[src/hdl/kls_pkg.sv]
// Package for the keyframe linear sampler.
// Holds field widths, input mode codes and the controller/datapath interface structs.
// No dependencies.
package kls_pkg;

    localparam int TIME_W    = 24;
    localparam int VAL_W     = 32;
    localparam int KC_W      = 7;
    localparam int IDX_W     = 6;
    localparam int FRAC_BITS = 16;
    localparam int DIV_CNT_W = $clog2(FRAC_BITS);

    localparam logic MODE_LOAD   = 1'b0;
    localparam logic MODE_SAMPLE = 1'b1;

    typedef struct packed {
        logic load_key;
        logic start;
        logic next;
        logic pick_first;
        logic pick_seg;
        logic pick_last;
        logic flag;
        logic div_start;
        logic div_step;
        logic rd_k1;
        logic cap_start;
        logic cap_diff;
        logic mult;
        logic load_out;
    } kls_cmd_t;

    typedef struct packed {
        logic n_one;
        logic t_lt;
        logic idx_zero;
        logic idx_last;
        logic seg_div;
        logic div_done;
        logic out_full;
    } kls_stat_t;

endpackage

[src/hdl/kls_ctrl.sv]
// Controller state machine of the keyframe linear sampler.
// Sequences the key scan, the division and the vector blend; depends on kls_pkg.
module kls_ctrl
    import kls_pkg::*;
(
    input  logic      aclk,
    input  logic      aresetn,
    input  logic      s_valid,
    input  logic      s_mode,
    output logic      s_ready,
    output kls_cmd_t  cmd,
    input  kls_stat_t stat
);

    typedef enum logic [3:0] {
        ST_IDLE,
        ST_RD,
        ST_CMP,
        ST_DIV,
        ST_VRD0,
        ST_VCAP0,
        ST_VCAP1,
        ST_MUL,
        ST_OUT
    } state_t;

    state_t state_reg;
    state_t state_next;
    logic   accept;

    assign s_ready = (state_reg == ST_IDLE);
    assign accept  = s_valid && s_ready;

    always_comb begin
        cmd        = '0;
        state_next = state_reg;
        case (state_reg)
            ST_IDLE: begin
                if (accept) begin
                    if (s_mode == MODE_SAMPLE) begin
                        cmd.start  = 1'b1;
                        state_next = ST_RD;
                    end else begin
                        cmd.load_key = 1'b1;
                    end
                end
            end
            ST_RD: begin
                state_next = ST_CMP;
            end
            ST_CMP: begin
                if (stat.n_one) begin
                    cmd.pick_first = 1'b1;
                    state_next     = ST_VRD0;
                end else if (stat.idx_zero && stat.t_lt) begin
                    cmd.pick_first = 1'b1;
                    cmd.flag       = 1'b1;
                    state_next     = ST_VRD0;
                end else if (stat.t_lt) begin
                    cmd.pick_seg = 1'b1;
                    if (stat.seg_div) begin
                        cmd.div_start = 1'b1;
                        state_next    = ST_DIV;
                    end else begin
                        state_next = ST_VRD0;
                    end
                end else if (stat.idx_last) begin
                    cmd.pick_last = 1'b1;
                    cmd.flag      = 1'b1;
                    state_next    = ST_VRD0;
                end else begin
                    cmd.next   = 1'b1;
                    state_next = ST_RD;
                end
            end
            ST_DIV: begin
                cmd.div_step = 1'b1;
                if (stat.div_done) begin
                    state_next = ST_VRD0;
                end
            end
            ST_VRD0: begin
                cmd.rd_k1  = 1'b1;
                state_next = ST_VCAP0;
            end
            ST_VCAP0: begin
                cmd.cap_start = 1'b1;
                state_next    = ST_VCAP1;
            end
            ST_VCAP1: begin
                cmd.cap_diff = 1'b1;
                state_next   = ST_MUL;
            end
            ST_MUL: begin
                cmd.mult   = 1'b1;
                state_next = ST_OUT;
            end
            ST_OUT: begin
                if (!stat.out_full) begin
                    cmd.load_out = 1'b1;
                    state_next   = ST_IDLE;
                end
            end
            default: begin
                state_next = ST_IDLE;
            end
        endcase
    end

    always_ff @(posedge aclk) begin
        if (!aresetn) begin
            state_reg <= ST_IDLE;
        end else begin
            state_reg <= state_next;
        end
    end

endmodule

[config.mk]
export PLATFORM = sky130hd
export DESIGN_NAME = kls_ctrl
export DESIGN_NICKNAME = d
export VERILOG_FILES = /design/src/hdl/kls_pkg.sv /design/src/hdl/kls_ctrl.sv
export SDC_FILE = /design/constraint.sdc
export NUM_CORES = 1
export LEC_CHECK = 0
export BUFFER_PORTS_ARGS = -buffer_cell sky130_fd_sc_hd__buf_2
export CORE_AREA = 2 2 39 41
export CTS_BUF_LIST = sky130_fd_sc_hd__clkbuf_2 sky130_fd_sc_hd__clkbuf_4 sky130_fd_sc_hd__clkbuf_8
export CTS_CLUSTER_SIZE = 14
export DETAILED_ROUTE_END_ITERATION = 16
export DIE_AREA = 0 0 41 43
export MAX_ROUTING_LAYER = met4
export SETUP_SLACK_MARGIN = 0.1
export SLEW_MARGIN = 20
export SYNTH_ARGS = -nofsm -noshare
export SYNTH_HDL_FRONTEND = slang
export SYNTH_SLANG_ARGS = --single-unit
[constraint.sdc]
create_clock -name aclk -period 1.8 [get_ports aclk]
set_input_delay 0.18 -clock aclk [delete_from_list [all_inputs] [get_ports aclk]]
set_output_delay 0.18 -clock aclk [all_outputs]
set_load 0.01 [all_outputs]
==> results of run 1 <==
-- stage by stage --
stage,setup WS (ns),instances,cell area [µm²],power [W],util
global route,0.06067,95,568.0,0.0004047,0.4105
floorplan,0.2932,52,396.6,0.0002126,-
CTS,0.1163,95,568.0,0.0003827,0.4105
finish,0.1314,95,568.0,0.0003794,0.4105
global placement,0.3532,92,535.5,0.0002628,0.3870
detailed placement,0.3198,92,535.5,0.0002641,0.3870
-- cells by family (layout without fill, tap and decap cells) --
family,after synthesis,after routing,synth area share
AND/OR/NAND/NOR,32,32,0.5079
AO/OA/AOI/OAI,11,11,0.1987
flip-flops,4,4,0.2019
buffers and inverters,4,31,0.06308
multiplexers,1,1,0.02839
-- cell type report --
cell class | count | area, µm²
flip-flops and latches | 4 | 83.83
repair buffers | 27 | 140.1
multi-input cells | 44 | 297.8
inverters | 1 | 3.754
well taps | 16 | 20.02
clock buffers | 3 | 22.52
fillers | 156 | 815.8
-- synth_stat cells (2+ instances only) --
| cell type | instances |
|---|---|
| a2111oi_0 | 2 |
| a21oi_1 | 4 |
| buf_2 | 2 |
| dfxtp_1 | 4 |
| nand2_1 | 4 |
| nand2b_1 | 5 |
| nor2_1 | 9 |
| nor3_1 | 2 |
| nor4_1 | 2 |
| o21a_1 | 2 |
-- cell usage in the layout (no fill, tap or decap), types with 3 or more instances in the layout --
master	count
clkbuf_4	3
nand2b_1	5
nand2_1	4
a21oi_1	4
buf_2	25
dfxtp_2	3
nor2_1	9
-- path summary, 6_finish.rpt --
kind / start / endpoint / slack (ns) / depth (start not counted)
setup / recovery: state_reg[0] / cmd[9] / 0.13 / 4
hold / removal: aresetn / state_reg[3] / 0.18 / 2
setup reg to reg: state_reg[2] / state_reg[0] / 0.57 / 3
hold reg to reg: state_reg[3] / state_reg[2] / 0.61 / 2
-- what timing repair did --
| action | 4_1_cts | 5_1_grt |
|---|---|---|
| hold buffers | 0 | 0 |
| resized for setup | 4 | 0 |
| pin swaps | 1 | 0 |
| endpoints found under the setup margin | 2 | 3 |
-- worst max-delay path, delay by kind of cell (launching register included) --
kind / cells / cell delay, ns
AND/OR/NAND/NOR: 3 / 0.79
flip-flops: 1 / 0.32
buffers and inverters: 1 / 0.15
-- where the power goes --
group / switching (W) / internal, W
Sequential: 0.0000161 / 0.0000994
Combinational: 0.0000770 / 0.0000762
Clock: 0.0000362 / 0.0000745
Total: 0.000129 / 0.000250
-- metal layers --
layer	vias to the layer above	global-route usage	routed length, µm
met1	220	0.1346	455
met3	2	0.01571	68
met2	18	0.2250	504
met5	-	-	0
met4	0	0.06000	25
li1	246	-	-
==> impl_results.md, run 1 <==
* CP max FO at 5
* Final #Nets at 92
* CTS Buf Count at 3
* Maximum VDD drop at 0.0004276 V
* Final max-slew violation count at 0
* Syn Inst Count at 52
* Clk buf depth at 2
* Clock Skew at 0.005770 ns
* Number of port buffers at 25
* Tmin final at 1.669 ns
* Leakage at 0.2795 nW
* Status: completed
* Post-CTS Setup Bufs at 0
* Avg Inst Size Synth at 7.627 µm²
* Crit path kind: flip-flop to output port
* Final setup fails at 0
* Starting Density at 0.2866
* Residual DRC at 0
* Die Y at 43 µm
* Number of synthesized flops with an enable pin at 0
* Clk slew on worst S/H paths at 0.04 ns
* Critical Path Max Stage Delay at 0.36 ns
* Setup_tns at 0 ns
* Synth Warn # at 0
* Antenna violations before repair at 0
* Largest net degree at the start of global routing at 11
* Gpl congestion at 0.8017
* Total routed wirelength at 1052 µm
* Post-synth top area share at 0.2019
* Asr flop ratio synth at 0
* Sequential-to-total area share from yosys stat at 0.2019
* Ports at 26
* Clock latency at the later pin of the worst-skew pair at 0.24 ns
* Power density cells at 667.9 mW/mm²
* Drt pass-1 iters at 2
* Main flop type after synthesis: dfxtp_1
* Die Width at 41 µm
* Core area at 0.001384 mm²
* Crit path DAT at 1.49 ns
* Final period util at 0.9270
* Vias at 486
* First-pass GRT wire length at 1573 µm
* Starting DRT DRC Count at 7
* CTS tree: done
* Syn_nets at 63
* Fmax at 0.5993 GHz
* Final Hold Fails at 0
* Synth-to-layout area growth at 43.22%
* Seq cells post-synth at 4
* Row count at 14
* Number of diodes at 0
* Cell Area, Synth at 396.6 µm²
* RSZ-0062 raised after global routing: true
* DP HPWL at 856.4 µm
* CP cell instances: or2_4 -> or3_4 -> nor3b_2 -> buf_2
* CP endpoint kind: output port
* Max Cap Viol at 0
* H-tree depth at 1
* Slew HR at 0.6560
* Vias in the first global route at 444
* Req. time, crit path at 1.62 ns
* Root Driver: clkbuf_4
* Hold slack final at 0.1838 ns
* CTS Sinks at 4
* Routed wire length per instance at 11.07 µm
* Drt via density at 5.116
* Fraction of layout cells with a size suffix above 1 at 0.5063
* HP Class: primary input to flip-flop
* GRT Overall Usage at 0.1295
* CP startpoint kind: flip-flop
* Synth area leaders: dfxtp_1 20%, nor2_1 8.5%, nand2b_1 7.9%, a21oi_1 5.0%, a2111oi_0 4.4%
* Area leader, netlist: dfxtp_1
* Worst-Margin Slew at 0.5031 ns
* Die area at 0.001763 mm²
* Distinct cells, synth at 26
* Max reg flops at 4
* CP max stage cell: or3_4
* Grt total ovfl at 0
* Post-DRT Antenna Nets at 0
(Power assumes the default switching activity.)
==> run 2, diff against run 1 <==
==> constraint.sdc (replaced) <==
create_clock -name aclk -period 1.8 [get_ports aclk]
set_input_delay 0.18 -clock aclk [delete_from_list [all_inputs] [get_ports aclk]]
set_output_delay 0.18 -clock aclk [all_outputs]
set_load 0.1 [all_outputs]
==> run 2 against run 1 <==
Compared with the run above:
- final cell count up 3.2%
- hold slack better by 0.0067 ns
- final area up 53%
- setup slack worse by 0.098 ns
- register-to-register slack worse by 0.15 ns
- critical path depth up 1
- first-iteration DRC count down 86%
- critical path type unchanged
==> impl_results.md, run 2 (synthesis results as in run 1) <==
* Status: completed (unchanged)
* Final Non-Filler Cells at 98 (was 95)
* CP max FO at 4 (was 5)
* Core area at 0.001384 mm² (unchanged)
* Fraction of layout cells with a size suffix above 1 at 0.6829 (was 0.5063)
* Die Width at 41 µm (unchanged)
* Place WS at 0.1715 ns (was 0.3198 ns)
* Crit path DAT at 1.59 ns (was 1.49 ns)
* Pwr Total at 0.0005963 W (was 0.0003794 W)
* Leakage at 0.3384 nW (was 0.2795 nW)
* Req. time, crit path at 1.62 ns (about the same)
* Drt pass-1 iters at 2 (unchanged)
* CP cell instances: or2_4 -> or3_4 -> buf_4 -> nor2_4 -> buf_12 (was or2_4 -> or3_4 -> nor3b_2 -> buf_2)
* HP Class: primary input to flip-flop (unchanged)
* Post-layout instance area at 867.1 µm² (was 568.0 µm²)
* Final #Nets at 95 (was 92)
* CP endpoint kind: output port (unchanged)
* Crit path kind: flip-flop to output port (unchanged)
* CTS Buf Count at 3 (unchanged)
* Power density cells at 687.7 mW/mm² (was 667.9 mW/mm²)
* First-pass GRT wire length at 1980 µm (was 1573 µm)
* Most frequent cells in the layout: 12 x buf_2, 11 x buf_12, 6 x nor2_2 (was 25 x buf_2, 9 x nor2_1, 5 x nand2b_1)
* DP HPWL at 989.6 µm (was 856.4 µm)
* Final period util at 0.9817 (was 0.9270)
* Die area at 0.001763 mm² (unchanged)
* Synth-to-layout area growth at 118.6% (was 43.22%)
* Ports at 26 (unchanged)
* Total routed wirelength at 1167 µm (was 1052 µm)
* Most common cell after layout, fill and taps aside: buf_2 (unchanged)
* Clk slew on worst S/H paths at 0.03 ns (was 0.04 ns)
* Root Driver: clkbuf_4 (unchanged)
* Vias in the first global route at 461 (was 444)
* Final Hold Fails at 0 (unchanged)
* Worst-Margin Slew at 0.4662 ns (was 0.5031 ns)
* Residual DRC at 0 (unchanged)
* Antenna violations before repair at 0 (unchanged)
* Hold_sp: aresetn (unchanged)
* Clk buf depth at 2 (unchanged)
* Number of port buffers at 25 (unchanged)
* Maximum VDD drop at 0.0004911 V (was 0.0004276 V)
* Gpl congestion at 0.7542 (was 0.8017)
* CP startpoint kind: flip-flop (unchanged)
* Placed insts at 93 (was 92)
* Post-DRT Antenna Nets at 0 (unchanged)
* Worst Path Buf+Inv at 2 (was 1)
* Final setup fails at 0 (unchanged)
* Vias at 490 (was 486)
* H-tree depth at 1 (unchanged)
* Routed wire length per instance at 11.91 µm (was 11.07 µm)
* Number of diodes at 0 (unchanged)
* Cell area after placement at 808.3 µm² (was 535.5 µm²)
* Fmax at 0.5659 GHz (was 0.5993 GHz)
* Row count at 14 (unchanged)
* Clock Skew at 0.001992 ns (was 0.005770 ns)
* CP max stage cell: or3_4 (unchanged)
* GRT Overall Usage at 0.1667 (was 0.1295)
* Max Cap Viol at 0 (unchanged)
* Critical Path Max Stage Delay at 0.37 ns (was 0.36 ns)
* RSZ-0062 raised after global routing: true (unchanged)
* CTS Sinks at 4 (unchanged)
* Crit. Startpoint: state_reg[3] (was state_reg[0])
* Starting DRT DRC Count at 1 (was 7)
* Largest delay share family, worst path: simple AND/OR/NAND/NOR gates (unchanged)
* Final max-slew violation count at 0 (unchanged)
* Die Y at 43 µm (unchanged)
* Tmin final at 1.767 ns (was 1.669 ns)
* Final core occ at 0.6266 (was 0.4105)
* Drt via density at 5.000 (was 5.116)
* Starting Density at 0.2866 (unchanged)
* Final worst slack at 0.03289 ns (was 0.1314 ns)
* Max reg flops at 4 (unchanged)
* R2R Path Start: state_reg[2] (unchanged)
* CTS tree: done (unchanged)
* Grt total ovfl at 0 (unchanged)
* Clock latency at the later pin of the worst-skew pair at 0.23 ns (was 0.24 ns)
* Slew HR at 0.6812 (was 0.6560)
* Largest net degree at the start of global routing at 13 (was 11)
* Hold buffer count at CTS at 0 (unchanged)
## run 2: path summary, 6_finish.rpt
check	endpoint	slack (ns)	cells after the start
worst max-delay path	cmd[8]	0.03	5
worst min-delay path	state_reg[1]	0.19	2
worst max register to register	state_reg[0]	0.42	4
worst min register to register	state_reg[2]	0.67	3
## run 2: power breakdown
| group | switching [W] | internal [W] | leakage, nW | total (W) |
|---|---|---|---|---|
| sequential | 0.0000168 | 0.0000976 | 0.0349 | 0.000114 |
| clock | 0.0000307 | 0.0000741 | 0.0138 | 0.000105 |
| combinational | 0.000245 | 0.000132 | 0.290 | 0.000377 |
## run 2: stage by stage
| step | hold WS [ns] | setup TNS (ns) |
|---|---|---|
| 6_report | 0.1905 | 0 |
| 5_1_grt | 0.1893 | -0.05260 |
| 4_1_cts | 0.1843 | 0 |
| 3_5_place_dp | 0.4259 | 0 |
| 3_3_place_gp | 0.4169 | 0 |
| 2_1_floorplan | 0.2974 | -2.247 |
## run 2: final cells by class
type / count / area [µm²]
fill: 121 / 516.7
inverter: 1 / 3.754
multi-input combinational: 44 / 396.6
clock buffer: 3 / 22.52
sequential: 4 / 91.34
timing repair buffer: 30 / 332.8
tap: 16 / 20.02
## run 2: timing repair
| item | 4_1_cts | 5_1_grt |
|---|---|---|
| pin swaps | 4 | 3 |
| buffers inserted | 2 | 0 |
| setup endpoints to repair | 7 | 8 |
| resized for setup | 4 | 5 |
## run 2: worst reg2reg max path, stage by stage, from the launching register on
cell      delay, ns
dfxtp_4        0.40
nand2b_4       0.14
buf_4          0.15
mux2_2         0.34
a211oi_1       0.25
## run 2: layer usage
layer,GRT usage,vias up,share of wire
li1,-,250,-
met4,0.08000,0,0
met3,0.03141,0,0.051
met5,-,-,0
met1,0.2026,225,0.42
met2,0.2531,15,0.53
